$ cat config.mk
export PLATFORM = sky130hd
export DESIGN_NAME = ultrasonic_echo_ranger
export DESIGN_NICKNAME = d
export VERILOG_FILES = /design/src/uer_pkg.sv /design/src/uer_regs.sv /design/src/uer_core.sv /design/src/ultrasonic_echo_ranger.sv
export VERILOG_INCLUDE_DIRS = /design/src /design/src/src
export SDC_FILE = /design/constraint.sdc
export NUM_CORES = 1
export LEC_CHECK = 0
export BUFFER_PORTS_ARGS = -buffer_cell sky130_fd_sc_hd__buf_4
export CORE_MARGIN = 2
export CORE_UTILIZATION = 27
export DETAILED_ROUTE_END_ITERATION = 10
export GPL_TIMING_DRIVEN = 0
export PLACE_DENSITY = 0.51
export REMOVE_ABC_BUFFERS = 1
export SLEW_MARGIN = 20
export SYNTH_ARGS = -nofsm -noshare
export SYNTH_HDL_FRONTEND = slang
export SYNTH_SLANG_ARGS = --single-unit
$ cat constraint.sdc
create_clock -name clk -period 11.6 [get_ports clk]
set_clock_uncertainty 0.1 [all_clocks]
set_input_delay 1.16 -clock clk [delete_from_list [all_inputs] [get_ports clk]]
set_output_delay 1.16 -clock clk [all_outputs]
set_load 0.02 [all_outputs]
$ cat src/ultrasonic_echo_ranger_macros.svh
// Assertion macros used by the ultrasonic echo ranger core.
`ifndef ULTRASONIC_ECHO_RANGER_MACROS_SVH
`define ULTRASONIC_ECHO_RANGER_MACROS_SVH

`ifndef NO_ASSERTIONS

// Checks a property on every clock edge outside of reset.
`define UER_ASSERT(lbl, prop, msg) \
  lbl: assert property (@(posedge clk) disable iff (!rst_n) prop) else $error(msg);

// Checks a property on every clock edge, reset included.
`define UER_ASSERT_ALWAYS(lbl, prop, msg) \
  lbl: assert property (@(posedge clk) prop) else $error(msg);

`else

`define UER_ASSERT(lbl, prop, msg)
`define UER_ASSERT_ALWAYS(lbl, prop, msg)

`endif

`endif

$ cat src/uer_pkg.sv
// Shared types and constants of the ultrasonic echo ranger.
package uer_pkg;

  // Configuration port geometry.
  localparam int ADDR_W = 4;
  localparam int DATA_W = 32;

  // Register field widths.
  localparam int TIMEOUT_W = 12;
  localparam int SCALE_W   = 10;
  localparam int DIST_W    = 14;

  // Register indexes, taken from paddr[3:2].
  localparam logic [1:0] REG_TIMEOUT  = 2'd0;
  localparam logic [1:0] REG_SCALE    = 2'd1;
  localparam logic [1:0] REG_MIN_DIST = 2'd2;

  // Reset values of the registers.
  localparam logic [TIMEOUT_W-1:0] TIMEOUT_RST  = 12'd2200;
  localparam logic [SCALE_W-1:0]   SCALE_RST    = 10'd696;
  localparam logic [DIST_W-1:0]    MIN_DIST_RST = 14'd40;

  // Largest reportable distance.
  localparam logic [DIST_W-1:0] DIST_MAX = 14'h3FFF;

  // Item opcodes.
  localparam logic OP_TICK  = 1'b0;
  localparam logic OP_START = 1'b1;

  // Configuration seen by the measurement core.
  typedef struct packed {
    logic [TIMEOUT_W-1:0] timeout_ticks;
    logic [SCALE_W-1:0]   mm_per_tick_q8;
    logic [DIST_W-1:0]    min_distance;
  } cfg_t;

endpackage

$ cat src/uer_regs.sv
// APB-style configuration registers of the ultrasonic echo ranger.
module uer_regs (
  input  logic                       clk,
  input  logic                       rst_n,
  input  logic                       psel,
  input  logic                       penable,
  input  logic                       pwrite,
  input  logic [uer_pkg::ADDR_W-1:0] paddr,
  input  logic [uer_pkg::DATA_W-1:0] pwdata,
  output logic [uer_pkg::DATA_W-1:0] prdata,
  output logic                       pready,
  output uer_pkg::cfg_t              cfg
);

  uer_pkg::cfg_t cfg_r;
  logic          wr_en;

  assign pready = 1'b1;
  assign wr_en  = psel && penable && pwrite;
  assign cfg    = cfg_r;

  // Register writes; an address past the last register is ignored.
  always_ff @(posedge clk) begin
    if (!rst_n) begin
      cfg_r.timeout_ticks  <= uer_pkg::TIMEOUT_RST;
      cfg_r.mm_per_tick_q8 <= uer_pkg::SCALE_RST;
      cfg_r.min_distance   <= uer_pkg::MIN_DIST_RST;
    end else if (wr_en) begin
      case (paddr[3:2])
        uer_pkg::REG_TIMEOUT:  cfg_r.timeout_ticks  <= pwdata[uer_pkg::TIMEOUT_W-1:0];
        uer_pkg::REG_SCALE:    cfg_r.mm_per_tick_q8 <= pwdata[uer_pkg::SCALE_W-1:0];
        uer_pkg::REG_MIN_DIST: cfg_r.min_distance   <= pwdata[uer_pkg::DIST_W-1:0];
        default: begin
        end
      endcase
    end
  end

  // Read-back multiplexer.
  always_comb begin
    case (paddr[3:2])
      uer_pkg::REG_TIMEOUT:  prdata = uer_pkg::DATA_W'(cfg_r.timeout_ticks);
      uer_pkg::REG_SCALE:    prdata = uer_pkg::DATA_W'(cfg_r.mm_per_tick_q8);
      uer_pkg::REG_MIN_DIST: prdata = uer_pkg::DATA_W'(cfg_r.min_distance);
      default:               prdata = '0;
    endcase
  end

endmodule

$ cat src/uer_core.sv
// Measurement core: input register, echo timing state, distance scaling, result register.
`include "ultrasonic_echo_ranger_macros.svh"

module uer_core #(
  parameter int COUNT_BITS = 13
) (
  input  logic                       clk,
  input  logic                       rst_n,
  input  uer_pkg::cfg_t              cfg,
  input  logic                       in_valid,
  output logic                       in_ready,
  input  logic                       in_op,
  input  logic                       in_echo,
  output logic                       out_valid,
  input  logic                       out_ready,
  output logic                       out_trigger,
  output logic                       out_done_res,
  output logic [uer_pkg::DIST_W-1:0] out_distance_mm,
  output logic                       out_held
);

  localparam int CMP_W  = (COUNT_BITS > uer_pkg::TIMEOUT_W) ? COUNT_BITS : uer_pkg::TIMEOUT_W;
  localparam int PROD_W = COUNT_BITS + uer_pkg::SCALE_W;
  localparam int QW     = (PROD_W - 8 > uer_pkg::DIST_W + 1) ? PROD_W - 8 : uer_pkg::DIST_W + 1;
  localparam logic [COUNT_BITS-1:0] CNT_MAX = '1;

  typedef enum logic [1:0] {
    PH_IDLE = 2'd0,
    PH_RISE = 2'd1,
    PH_FALL = 2'd2
  } phase_t;

  // Input stage.
  logic s1_valid_r;
  logic s1_op_r;
  logic s1_echo_r;
  logic s1_adv;
  logic s1_fire;

  // Measurement state.
  phase_t                    phase_r, phase_nxt;
  logic [COUNT_BITS-1:0]     tick_r, tick_nxt;
  logic [COUNT_BITS-1:0]     rise_r, rise_nxt;
  logic [uer_pkg::DIST_W-1:0] last_dist_r, last_dist_nxt;

  // Result stage.
  logic                       out_valid_r;
  logic                       out_trigger_r, out_trigger_nxt;
  logic                       out_done_r, out_done_nxt;
  logic [uer_pkg::DIST_W-1:0] out_distance_r, out_distance_nxt;
  logic                       out_held_r, out_held_nxt;

  // Datapath.
  logic                       past_timeout;
  logic [COUNT_BITS-1:0]      tick_bump;
  logic [COUNT_BITS-1:0]      span;
  logic [PROD_W-1:0]          prod;
  logic [QW-1:0]              quo;
  logic [uer_pkg::DIST_W-1:0] dist_sat;
  logic                       below_min;

  // The input register advances whenever the result register is free or drained.
  assign s1_adv   = !out_valid_r || out_ready;
  assign s1_fire  = s1_valid_r && s1_adv;
  assign in_ready = !s1_valid_r || s1_adv;

  always_ff @(posedge clk) begin
    if (!rst_n) begin
      s1_valid_r <= 1'b0;
    end else if (in_ready) begin
      s1_valid_r <= in_valid;
    end
  end

  always_ff @(posedge clk) begin
    if (in_ready && in_valid) begin
      s1_op_r   <= in_op;
      s1_echo_r <= in_echo;
    end
  end

  // Timeout compare, saturating count increment and span scaling.
  assign past_timeout = (CMP_W'(tick_r) > CMP_W'(cfg.timeout_ticks)) || (tick_r == CNT_MAX);
  assign tick_bump    = (tick_r == CNT_MAX) ? tick_r : tick_r + 1'b1;
  assign span         = (phase_r == PH_FALL) ? tick_r - rise_r : '0;
  assign prod         = PROD_W'(span) * PROD_W'(cfg.mm_per_tick_q8);
  assign quo          = QW'(prod >> 8);
  assign dist_sat     = (quo > QW'(uer_pkg::DIST_MAX)) ? uer_pkg::DIST_MAX
                                                       : quo[uer_pkg::DIST_W-1:0];
  assign below_min    = dist_sat < cfg.min_distance;

  // Next state and result of the item in the input register.
  always_comb begin
    phase_nxt        = phase_r;
    tick_nxt         = tick_r;
    rise_nxt         = rise_r;
    last_dist_nxt    = last_dist_r;
    out_trigger_nxt  = 1'b0;
    out_done_nxt     = 1'b0;
    out_distance_nxt = '0;
    out_held_nxt     = 1'b0;
    if (s1_op_r == uer_pkg::OP_START) begin
      out_trigger_nxt = 1'b1;
      tick_nxt        = '0;
      rise_nxt        = '0;
      phase_nxt       = PH_RISE;
    end else begin
      case (phase_r)
        PH_RISE: begin
          if (past_timeout) begin
            out_done_nxt = 1'b1;
            phase_nxt    = PH_IDLE;
          end else begin
            if (s1_echo_r) begin
              rise_nxt  = tick_r;
              phase_nxt = PH_FALL;
            end
            tick_nxt = tick_bump;
          end
        end
        PH_FALL: begin
          if (!s1_echo_r || past_timeout) begin
            out_done_nxt = 1'b1;
            phase_nxt    = PH_IDLE;
          end else begin
            tick_nxt = tick_bump;
          end
        end
        default: begin
          phase_nxt = PH_IDLE;
        end
      endcase
      // A finished measurement reports its distance or holds the last good one.
      if (out_done_nxt) begin
        if (below_min) begin
          out_distance_nxt = last_dist_r;
          out_held_nxt     = 1'b1;
        end else begin
          out_distance_nxt = dist_sat;
          last_dist_nxt    = dist_sat;
        end
      end
    end
  end

  // Measurement state and result valid.
  always_ff @(posedge clk) begin
    if (!rst_n) begin
      phase_r     <= PH_IDLE;
      tick_r      <= '0;
      rise_r      <= '0;
      last_dist_r <= '0;
      out_valid_r <= 1'b0;
    end else begin
      if (s1_fire) begin
        phase_r     <= phase_nxt;
        tick_r      <= tick_nxt;
        rise_r      <= rise_nxt;
        last_dist_r <= last_dist_nxt;
      end
      if (s1_fire) begin
        out_valid_r <= 1'b1;
      end else if (out_ready) begin
        out_valid_r <= 1'b0;
      end
    end
  end

  // Result word payload.
  always_ff @(posedge clk) begin
    if (s1_fire) begin
      out_trigger_r  <= out_trigger_nxt;
      out_done_r     <= out_done_nxt;
      out_distance_r <= out_distance_nxt;
      out_held_r     <= out_held_nxt;
    end
  end

  assign out_valid       = out_valid_r;
  assign out_trigger     = out_trigger_r;
  assign out_done_res    = out_done_r;
  assign out_distance_mm = out_distance_r;
  assign out_held        = out_held_r;

  // A start word never completes a measurement.
  `UER_ASSERT(a_start_not_done, !(out_valid_r && out_trigger_r && out_done_r), "start word marked done")
  // A word that finishes nothing carries no distance and no hold flag.
  `UER_ASSERT(a_idle_word_clean, (out_valid_r && !out_done_r) |-> (out_distance_r == '0 && !out_held_r), "non-done word carries data")
  // While waiting for the fall the rise count never passes the tick count.
  `UER_ASSERT(a_rise_le_tick, (phase_r == PH_FALL) |-> (rise_r <= tick_r), "rise count ahead of tick count")
  // A processed start word rearms the timer.
  `UER_ASSERT(a_start_rearms, (s1_fire && s1_op_r == uer_pkg::OP_START) |=> (phase_r == PH_RISE && tick_r == '0), "start did not rearm")

endmodule

$ cat src/ultrasonic_echo_ranger.sv
// Ultrasonic echo ranger: takes one tick or start word per clock cycle while the result side
// is not stalled and returns one result word for each. Each word is registered on entry, then
// passes one stage of compare, saturating count and a single COUNT_BITS by 10 bit multiply
// into the result register, which also updates the timing state; the handshake sustains one
// word per cycle while the result side is not stalled. A start word raises trigger and arms the
// timer; tick words sample echo; the word that sees the fall or the timeout carries done_res
// and the distance in mm (span times mm_per_tick_q8 / 256, saturated to 14 bits, or the last
// good distance with held set when below min_distance). Registers sit at byte offsets 0
// (timeout_ticks), 4 (mm_per_tick_q8) and 8 (min_distance) and should be written while idle.
module ultrasonic_echo_ranger #(
  parameter int COUNT_BITS = 13
) (
  input  logic                       clk,
  input  logic                       rst_n,
  input  logic                       psel,
  input  logic                       penable,
  input  logic                       pwrite,
  input  logic [uer_pkg::ADDR_W-1:0] paddr,
  input  logic [uer_pkg::DATA_W-1:0] pwdata,
  output logic [uer_pkg::DATA_W-1:0] prdata,
  output logic                       pready,
  input  logic                       in_valid,
  output logic                       in_ready,
  input  logic                       in_op,
  input  logic                       in_echo,
  output logic                       out_valid,
  input  logic                       out_ready,
  output logic                       out_trigger,
  output logic                       out_done_res,
  output logic [uer_pkg::DIST_W-1:0] out_distance_mm,
  output logic                       out_held
);

  uer_pkg::cfg_t cfg;

  // Configuration registers.
  uer_regs u_regs (
    .clk     (clk),
    .rst_n   (rst_n),
    .psel    (psel),
    .penable (penable),
    .pwrite  (pwrite),
    .paddr   (paddr),
    .pwdata  (pwdata),
    .prdata  (prdata),
    .pready  (pready),
    .cfg     (cfg)
  );

  // Measurement pipeline.
  uer_core #(
    .COUNT_BITS (COUNT_BITS)
  ) u_core (
    .clk             (clk),
    .rst_n           (rst_n),
    .cfg             (cfg),
    .in_valid        (in_valid),
    .in_ready        (in_ready),
    .in_op           (in_op),
    .in_echo         (in_echo),
    .out_valid       (out_valid),
    .out_ready       (out_ready),
    .out_trigger     (out_trigger),
    .out_done_res    (out_done_res),
    .out_distance_mm (out_distance_mm),
    .out_held        (out_held)
  );

endmodule
Yosys cells after proc, flatten, opt, wreduce, memory -nomap -nowiden. Index checks and enable logic that the tools add are counted.

Flip-flop bits (word level): 99. Input bits: 45. Output and inout bits: 52. Word-level logic and storage cells: 83.

$add $sub $neg: 2. Multipliers: 1. $lt $le $gt $ge: 3. Equality and inequality tests: 10. Multiplexer cells: 26. Bitwise gates (word level): 2. Reductions and logical operators: 24.

Operators with widths (number): $mux W13 (9); $pmux W14 S3 (1); $mux W14 (2); $pmux W13 S2 (1); $mul A13 B10 Y23 (1); $gt A15 B14 Y1 const B (1); $lt A14 B14 Y1 (1); $add A13 B1 Y13 const B (1); $eq A13 B13 Y1 const B (1); $gt A13 B12 Y1 (1); $sub A13 B13 Y13 (1); $ne A3 B2 Y1 const B (3); $mux W2 (4); $reduce_and A4 Y1 (2); $mux W1 (7); $reduce_and A2 Y1 (3); $reduce_and A3 Y1 (2); $reduce_bool A2 Y1 (3); $eq A2 B1 Y1 const B (2); $eq A2 B2 Y1 const B (2); $logic_and A1 B1 Y1 (4); $logic_or A1 B1 Y1 (4); $ne A4 B1 Y1 const B (1); $pmux W2 S2 (1); 7 further kinds (10).

Longest topological paths before layout. Gate-level depths: netlist of run 1.

Depth in word-level cells: 8. Depth in mapped cells: 42. Gate-level depth less buffers: 39.

Modules after synthesis. A second synthesis of run 1 with hierarchy kept.

Cell total of the unflattened synthesis: 1228. Area, all modules: 10377.5 um2.

By module, submodules not included: uer_core (instances 1, cells an instance 1015, area an instance 8514.4 um2, sequential area each 1451.4 um2); uer_regs (instances 1, cells an instance 213, area an instance 1863.0 um2, sequential area each 720.7 um2).

Worst setup path after synthesis of run 1. Ideal clock, no wire load.

Path kind: reg2reg. From: register u_core.tick_r[0]. To: register u_core.last_dist_r[10] (netlist bit). Library setup time: 0.081 ns. Arrival: 9.631 ns. Data required time: 11.419 ns. Slack: 1.788 ns. Stages on the path, launching flop included: 40. Buffers on the path: 3. Clock period less this slack: 9.812 ns. Path through: dfxtp_1 inv_1 ha_1 fa_1 nor2b_1 o21ai_0 a21boi_0 o21ai_0 a211oi_1 nor3_1 nor3b_1 nand2_1 fa_1 inv_1 fa_1 fa_1 fa_1 inv_1 [4 not listed] or4_1 a21o_1 a22oi_4 xnor2_1 buf_2 nor2_1 inv_1 ha_1 a21o_1 a21oi_1 nor2b_1 or4b_2 nor4_1 mux2i_2 and3_1 buf_2 buf_4 a211oi_2.

Longest elaborated chain between the ends: 7. Elaborated cells on any way between the ends: 16. Classes of those cells: 1 x add/sub; 1 x mul; 3 x order compare; 1 x eq/ne; 7 x mux; 3 x reduce/logical.

Ends and longest elaborated chain: start: declaration (line uer_core.sv:42) `logic [COUNT_BITS-1:0] tick_r, tick_nxt;`; start signal: assignment (line uer_core.sv:157) `tick_r <= tick_nxt;`; $sub A13 B13 Y13 (tied with other cells) (line uer_core.sv:85) `assign span = (phase_r == PH_FALL) ? tick_r - rise_r : '0;`; $mux W13 or $logic_or A1 B1 Y1 (tied branches) (line uer_core.sv:85, uer_core.sv:83); $mul A13 B10 Y23 or $logic_or A1 B1 Y1 (tied branches) (line uer_core.sv:86, uer_core.sv:122); $gt A15 B14 Y1 or $mux W1 (tied branches) (line uer_core.sv:88, uer_core.sv:122); $mux W14 or $pmux W1 S2 (tied branches) (line uer_core.sv:88, uer_core.sv:108); $lt A14 B14 Y1 or $mux W1 (tied branches) (line uer_core.sv:90, uer_core.sv:102); $mux W14 or $reduce_and A3 Y1 (tied branches); end signal: assignment (line uer_core.sv:159) `last_dist_r <= last_dist_nxt;`; end: declaration (line uer_core.sv:44) `logic [uer_pkg::DIST_W-1:0] last_dist_r, last_dist_nxt;`.

Parallel ways exist; a longest one is shown, timed or not. The select of a mux whose other input is x is not followed. A chain may end at the register's enable or synchronous reset.

Final worst setup path of run 1.
From: register u_core.tick_r[0]. To: register u_core.last_dist_r[13] (netlist bit).

Same word-level chain as after synthesis.

==> results of run 1 <==
## cells by family after synthesis
logic type,after synthesis,synth area share (%)
multiplexers,28,2.818
flip-flops,99,21.45
AND/OR/NAND/NOR,452,21.14
buffers and inverters,226,9.182
other,2,0.07417
adder cells (fa/ha/maj),182,28.87
AO/OA/AOI/OAI,206,13.78
XOR/XNOR,31,2.682
## power by group through the flow
stage,clock (W),combinational [W],sequential [W]
after floorplan,0,0.0000383,0.000370
after global placement,0,0.0000712,0.000370
after detailed placement,0,0.0000751,0.000370
after CTS,0.000303,0.0000752,0.000362
after global routing,0.000319,0.0000826,0.000363
final,0.000294,0.0000759,0.000362
## metal layers
layer | up-vias | global-route usage, % | wire length [µm]
li1 | 4135 | - | -
met1 | 4106 | 20.23 | 13210
met2 | 172 | 24.50 | 12820
met3 | 22 | 1.571 | 898
met4 | 0 | 3.954 | 424
met5 | - | 0 | 0
## timing repair
item                                    in CTS  in global routing
resized for setup                            1                 14
setup buffers                                0                  0
endpoints found under the setup margin      14                 29
cloned                                       0                  1
## cell type report
type / instances / area (µm²)
Fill cell: 3949 / 25430
Multi-Input combinational cell: 919 / 7232
Sequential cell: 99 / 2172
Tap cell: 468 / 585.6
Inverter: 149 / 559.3
Timing Repair Buffer: 65 / 528.0
Clock buffer: 13 / 261.5
Clock inverter: 3 / 20.02
## registers in the layout (all words and copies together), names as in the netlist
signal / flops
u_core.out_trigger: 1
u_core.rise_r: 13
u_core.tick_r: 13
u_core.phase_r: 2
u_core.s1_echo_r: 1
u_core.s1_op_r: 1
u_core.s1_valid_r: 1
u_core.out_valid: 1
u_core.out_done_res: 1
u_regs.cfg: 36
u_core.out_distance_mm: 14
u_core.last_dist_r: 14
u_core.out_held: 1
## worst max-delay path, delay by kind of cell, from the launching register on
kind,cells,cell delay [ps]
XOR/XNOR,2,740
multiplexers,1,230
adder cells (fa/ha/maj),9,3970
buffers and inverters,5,390
flip-flops,1,370
AND/OR/NAND/NOR,10,2580
AO/OA/AOI/OAI,9,2310
## cell usage after synthesis (all sizes together) (3+ instances only)
library cell / instances
a211oi: 33
nor3: 27
or4: 8
a221oi: 3
o211ai: 10
o21ai: 34
nand2: 161
fa: 86
inv: 149
xnor2: 14
a21o: 10
mux2i: 27
o2111ai: 6
clkbuf: 48
xor2: 17
ha: 96
nor2b: 19
nand3: 27
and2: 32
a32oi: 3
a31oi: 14
and3: 35
nand4: 12
a21boi: 3
or3: 9
nor4: 7
a21oi: 64
o2111a: 4
o21a: 7
edfxtp: 19
nor2: 101
dfxtp: 80
o21bai: 3
and4: 3
buf: 29
## worst paths after layout
check	from	to	slack [ps]	cells after the start
hold / removal	u_core.rise_r[12]	u_core.rise_r[12]	360	2
setup reg to reg	u_core.tick_r[0]	u_core.last_dist_r[13]	830	36
setup / recovery	u_core.tick_r[0]	u_core.last_dist_r[13]	830	36
hold reg to reg	u_core.rise_r[12]	u_core.rise_r[12]	360	2
## stage by stage
| step | cell area (µm²) | worst slack [ps] |
|---|---|---|
| after floorplan | 9818 | 1453 |
| after global placement | 10830 | -1221 |
| after detailed placement | 10980 | -119.3 |
| after CTS | 11270 | 154.2 |
| after global routing | 11360 | 69.10 |
| final | 11360 | 832.4 |
==> qor.csv, run 1 <==
metric;value;unit
dpl.hpwl;21.03;mm
worstPathRequired;11760;ps
clk_path_buf_depth;2;
utilization;30.88;%
drive_above_1_share;9.375;%
drtIter0Drc;523;
clock_power_share;40.2;%
num_io_pins;97;
final_nets;1470;
drv_cap;0;
ant_nets;0;
intPower;0.0005395;W
finalSetupViolations;0;
cts_hold_buf;0;
endpoint_kind;flop;
first_global_vias;8545;
drt-total-wl;27.36;mm
outcome;completed;
cts_root_buffer;clkbuf_16;
synth_top_area_share;17.00;%
grt_usage;14.71;%
final_cell_mix;nand2_1, inv_1, nor2_1;
pwr_density_cell;64.48;nW/µm²
start_kind;flop;
h-tree-depth;3;
initial_utilization;27.52;%
core-area;36790;µm²
numCtsBuffers;9;
post_drt_wl_per_cell;15.94;µm
synth_area_leaders;fa_1, dfxtp_1, ha_1;
port_buffers;57;
syn_area;10120;µm²
worstMarginPinSlew;1085;ps
final_max_slew_viol_count;0;
placedCellCount;1699;
comb_power_share;10.4;%
synth_top_area_cell;fa_1;
ys_types;60;
drc;0;
path_max_fanout;16;
antenna_cells;0;
grt_max_degree;36;
synth_flop_cell;dfxtp_1;
synth_seq_cells;99;
slew_headroom;27.13;%
vias;8435;
fin_cells;1716;
hold_violations;0;
synthesis.instances;1226;
die_w;197.6;µm
total_power;0.0007324;W
cp.arrival;10930;ps
grt_antenna_before_repair;0;
period_share;92.82;%
die-area;39060;µm²
gp_congestion;0.8524;
first_pass_iters;5;
peakVddDrop;0.09228;mV
cpPeakStageDelay;750;ps
cts_sinks;99;
synth-edff-count;19;
seqPwrFrac;49.5;%
grt_pass1_wl;45.64;mm
synth.avg_cell_area;8.258;µm²
overflow;0;
syn_to_final_growth;12.18;%
fin_crit;10770;ps
std_cell_rows;70;
cts_tree;built;
rsz0062_at_grt;no;
switching_share;26.34;%
switchingPower;0.0001929;W
finalSetupTns;0;ps
critPathKind;reg2reg;
async_reset_ff_share;0;%
viasPerCell;4.916;
clk_latency;360;ps
p_leak;5.339;nW
max_freq;92.87;MHz
critPathSlowestCell;or4b_2;
yosys_warnings;0;
cts.clk_slew.worst_paths;70;ps
die_y;197.6;µm
layout_commonest_cell;nand2_1;
seq_area_frac_synth;21.45;%
crit_path_frequent_cell;fa_1;
hold_path.class;reg2reg;
fin_hold_ws;355.9;ps
(Power assumes the default switching activity.)
==> run 2: changes to the inputs <==
--- a/config.mk
+++ b/config.mk
@@ -12,6 +12,7 @@
 export DETAILED_ROUTE_END_ITERATION = 10
 export GPL_TIMING_DRIVEN = 0
 export PLACE_DENSITY = 0.51
+export RECOVER_POWER = 50
 export REMOVE_ABC_BUFFERS = 1
 export SLEW_MARGIN = 20
 export SYNTH_ARGS = -nofsm -noshare
==> run 2 against run 1 <==
Effect of this change:
- the flow now finishes with violations (max-capacitance violations, max-slew violations)
- wire length hardly changed
- global-route usage unchanged
- final cell count unchanged
- sequential power hardly changed
- largest power group unchanged
- highest routed layer unchanged
==> qor.csv, run 2 (synthesized netlist as in run 1, its figures left out) <==
metric;value;unit
num_io_pins;97;
h-tree-depth;3;
drv_cap;1;
cts_sinks;99;
path_max_fanout;16;
cts_root_buffer;clkbuf_16;
numCtsBuffers;9;
total_power;0.0007283;W
hold_violations;0;
fin_cells;1716;
final_nets;1470;
grt_usage;14.71;%
post_cts_buffers;0;
placedCellCount;1699;
core-area;36790;µm²
pwr_density_cell;64.81;nW/µm²
hold_path.class;reg2reg;
finalSetupViolations;0;
final_max_slew_viol_count;34;
path_depth;36;
peakVddDrop;0.09209;mV
initial_utilization;27.52;%
grt_max_degree;36;
critPathSlowestCell;or4b_2;
syn_to_final_growth;11.00;%
cp.arrival;10900;ps
finalSetupTns;0;ps
period_share;92.70;%
largest_reg_flops;36;
layout_commonest_cell;nand2_1;
crit_path_frequent_cell;fa_1;
grt_pass1_wl;45.64;mm
die_w;197.6;µm
antenna_cells;0;
critPathKind;reg2reg;
worstMarginPinSlew;1912;ps
port_buffers;57;
slew_headroom;-27.47;%
start_kind;flop;
endpoint_kind;flop;
std_cell_rows;70;
die_y;197.6;µm
utilization;30.55;%
vias;8437;
overflow;0;
drt-total-wl;27.34;mm
p_leak;5.233;nW
final_cell_mix;nand2_1, inv_1, nor2_1;
viasPerCell;4.917;
dpl.hpwl;21.03;mm
die-area;39060;µm²
gp_congestion;0.8524;
crit_family;adder cells;
clk_path_buf_depth;2;
reg2reg_depth;36;
cts.clk_slew.worst_paths;70;ps
ant_nets;0;
first_global_vias;8545;
fin_crit;10750;ps
max_freq;93.00;MHz
min_path_cells;2;
drc;0;
drtIter0Drc;533;
grt_antenna_before_repair;0;
critPathBufInv;5;
drive_above_1_share;7.212;%
clk_latency;360;ps
violations;max-capacitance violations, max-slew violations;
post_drt_wl_per_cell;15.93;µm
cpPeakStageDelay;750;ps
first_pass_iters;7;
rsz0062_at_grt;no;
outcome;finished with violations;
worstPathRequired;11740;ps
cts_tree;built;
run 2: layout make-up:
class | instances | area, µm²
Timing Repair Buffer | 65 | 429.2
Clock buffer | 13 | 261.5
Tap cell | 468 | 585.6
Inverter | 149 | 559.3
Multi-Input combinational cell | 919 | 7211
Fill cell | 3976 | 25550
Sequential cell | 99 | 2172
Clock inverter | 3 | 20.02
run 2: per-stage QoR:
| step | hold slack, ps | setup slack [ps] | cell area, µm² |
|---|---|---|---|
| 6_report | 357.0 | 847.2 | 11240 |
| 2_1_floorplan | 321.2 | 1453 | 9818 |
| 3_3_place_gp | 331.0 | -1221 | 10830 |
| 3_5_place_dp | 341.4 | -119.3 | 10980 |
| 5_1_grt | 373.8 | 46.09 | 11240 |
| 4_1_cts | 351.4 | 154.2 | 11270 |
run 2: routing by layer:
metal	global-route usage [%]	up-vias	wire length, µm
met5	0	-	0
met1	20.23	4100	13030
met3	1.571	24	1045
li1	-	4133	-
met2	24.50	180	12840
met4	3.954	0	429
run 2: worst reg2reg max path, delay by kind of cell (launching register included):
family                   cells  cell delay [ps]
AND/OR/NAND/NOR             10             2580
adder cells (fa/ha/maj)      9             3970
AO/OA/AOI/OAI                9             2290
XOR/XNOR                     2              740
flip-flops                   1              370
multiplexers                 1              240
buffers and inverters        5              390
run 2: power breakdown:
part,switching (W),internal (W)
Sequential,0.00000674,0.000355
Combinational,0.0000505,0.0000219
Clock,0.000135,0.000159
run 2: final timing paths:
kind | to | slack, ps | startpoint
worst max-delay path | u_core.last_dist_r[13] | 850 | u_core.tick_r[0]
worst min-delay path | u_core.rise_r[12] | 360 | u_core.rise_r[12]
worst max register to register | u_core.last_dist_r[13] | 850 | u_core.tick_r[0]
worst min register to register | u_core.rise_r[12] | 360 | u_core.rise_r[12]
run 2: timing repair:
item                       4_1_cts  5_1_grt
hold buffers                     0        0
setup endpoints to repair       14       29
gates cloned                     0        1
pin swaps                        0        0
gates resized for setup          1       14
==> run 3: changes to the inputs <==
--- a/config.mk
+++ b/config.mk
@@ -12,9 +12,9 @@
 export DETAILED_ROUTE_END_ITERATION = 10
 export GPL_TIMING_DRIVEN = 0
 export PLACE_DENSITY = 0.51
-export RECOVER_POWER = 50
-export REMOVE_ABC_BUFFERS = 1
+export RECOVER_POWER = 25
 export SLEW_MARGIN = 20
 export SYNTH_ARGS = -nofsm -noshare
 export SYNTH_HDL_FRONTEND = slang
+export SYNTH_HIERARCHICAL = 1
 export SYNTH_SLANG_ARGS = --single-unit
==> run 3 against run 2 <==
Effect of this change:
- clock power up 4%
- sequential power hardly changed
- cell area up 5.0%
- critical path type unchanged
- the flow now finishes without violations
==> qor.csv, run 3 <==
metric;value;unit
outcome;completed;
ys_types;77;
rsz0062_at_grt;no;
num_io_pins;97;
clk_latency;370;ps
min_path_cells;2;
cts_root_buffer;clkbuf_16;
worstMarginPinSlew;955.4;ps
start_kind;flop;
viasPerCell;4.818;
hold_path.class;reg2reg;
std_cell_rows;71;
gr-usage-met3;1.798;%
reg2reg_depth;39;
synth_seq_cells;99;
cts_tree;built;
crit_family;adder cells;
synth_flop_cell;dfxtp_1;
first_global_vias;9052;
drtIter0Drc;528;
fin_crit;10940;ps
place_area;11510;µm²
setup_ws;656.7;ps
worstPathRequired;11780;ps
grt_usage;16.06;%
die_w;200.1;µm
timing.rr.start;u_core/tick_r[0];
final_cell_mix;inv_1, nand2_1, ha_1;
dp_slack;783.1;ps
crit_path_frequent_cell;fa_1;
layout_commonest_cell;inv_1;
pwr_density_cell;62.73;nW/µm²
dpl.hpwl;24.85;mm
peakVddDrop;0.07448;mV
syn_to_final_growth;13.76;%
endpoint_kind;flop;
final_max_slew_viol_count;0;
grt_pass1_wl;49.31;mm
synthTopCellsByCount;inv_1, nand2_1, ha_1;
die-area;40020;µm²
post_cts_buffers;0;
grt_max_degree;22;
period_share;94.34;%
largest_reg_flops;36;
critPathSlowestCell;xnor2_1;
total_power;0.0007405;W
drc;0;
cts_sinks;99;
synth-edff-count;19;
syn_area;10380;µm²
critPathKind;reg2reg;
post_drt_wl_per_cell;16.69;µm
seq_area_frac_synth;20.93;%
path_max_fanout;10;
max_freq;91.38;MHz
gp_congestion;0.8662;
rr_endpoint;u_core/last_dist_r[13];
h-tree-depth;3;
yosys_warnings;6;
synth_top_area_cell;fa_1;
synthesis.instances;1228;
grt_antenna_before_repair;0;
cpPeakStageDelay;640;ps
top_usage_layer;met2;
synth.avg_cell_area;8.451;µm²
core-area;37760;µm²
rrSetupSlack;660;ps
numCtsBuffers;9;
finalSetupViolations;0;
final_nets;1539;
drv_cap;0;
design_area;11810;µm²
cts.clk_slew.worst_paths;70;ps
ant_nets;0;
hold_violations;0;
drive_above_1_share;10.25;%
finalSetupTns;0;ps
initial_utilization;27.49;%
yosysMostFrequentCell;inv_1;
drt-total-wl;30.51;mm
slew_headroom;35.85;%
clk_path_buf_depth;2;
async_reset_ff_share;0;%
synth_area_leaders;fa_1, dfxtp_1, ha_1;
port_buffers;56;
first_pass_iters;5;
hold_end;u_core/rise_r[12];
antenna_cells;0;
grt_use_met1;20.97;%
hp-start;u_core/rise_r[12];
critPathBufInv;8;
cp.arrival;11120;ps
grtUsageMet2;26.58;%
die_y;200.1;µm
p_leak;5.490;nW
vias;8807;
synth_top_area_share;16.59;%
overflow;0;
==> run 3: cell types whose count changed after synthesis, sizes merged, moves of 14 or more <==
cell | before | now
nor3 | 27 | 64
nor2 | 101 | 73
nand2 | 161 | 135
o21ai | 34 | 54
a211oi | 33 | 15
buf | 29 | 43
mux2i | 27 | 41
==> run 3: area by class of cell <==
type / count / area [µm²]
multi-input combinational: 925 / 7295
fill: 4037 / 25950
tap: 511 / 639.4
timing repair buffer: 56 / 416.7
buffer: 84 / 466.7
inverter: 137 / 514.2
sequential: 99 / 2172
clock inverter: 7 / 76.32
clock buffer: 9 / 225.2
==> run 3: worst max-delay path by stage <==
| stage | endpoint | startpoint | cells after the start | slack (ps) |
|---|---|---|---|---|
| global route | u_core/last_dist_r[13] | u_core/tick_r[0] | 39 | 10 |
| floorplan | u_core/out_distance_mm[13] | u_core/tick_r[0] | 38 | 2540 |
| detailed placement | u_core/last_dist_r[13] | u_core/tick_r[0] | 39 | 780 |
| global placement | u_core/last_dist_r[13] | u_core/tick_r[1] | 36 | 700 |
| finish | u_core/last_dist_r[13] | u_core/tick_r[0] | 39 | 660 |
| CTS | u_core/last_dist_r[13] | u_core/tick_r[0] | 39 | 680 |
==> run 3: where the power goes <==
part / internal (W) / total, W / switching, W
sequential: 0.000355 / 0.000359 / 0.00000364
combinational: 0.0000269 / 0.0000747 / 0.0000478
clock: 0.000154 / 0.000307 / 0.000154
total: 0.000535 / 0.000740 / 0.000205
==> run 3: stage by stage <==
stage | utilization (%) | hold slack [ps] | cells
after floorplan | - | 321.4 | 1245
after global placement | 30.46 | 333.0 | 1812
after detailed placement | 30.48 | 340.8 | 1812
after CTS | 31.27 | 352.9 | 1828
after global routing | 31.27 | 389.5 | 1828
final | 31.27 | 350.8 | 1828
==> run 3: worst reg2reg max path, delay by kind of cell, from the launching register on <==
kind / cells / cell delay, ps
buffers and inverters: 8 / 1100
DFF: 1 / 410
AOI/OAI and AO/OA: 12 / 2700
and+or+nand+nor: 9 / 1980
adders and majority gates: 9 / 3920
xor gates and xnor gates: 1 / 640
==> run 3: cell families (layout without fill, tap and decap cells) <==
logic type / Yosys count / in the layout / synth area share, %
and+or+nand+nor: 456 / 456 / 22.58
AOI/OAI and AO/OA: 200 / 200 / 12.49
muxes: 42 / 42 / 4.063
adders and majority gates: 182 / 182 / 28.16
xor gates and xnor gates: 26 / 26 / 2.194
other: 2 / 19 / 0.07237
DFF: 99 / 99 / 20.93
buffers and inverters: 221 / 293 / 9.501
==> run 3: timing repair <==
item                                    CTS  global route
hold buffers                              0             0
endpoints found under the setup margin    0             5
gates resized for setup                   0             1
==> run 3: metal layers <==
metal  routed length [µm]  vias up
met1                13880     4266
li1                     -     4318
met4                 1351        0
met3                  985       43
met5                    0        -
met2                14290      180
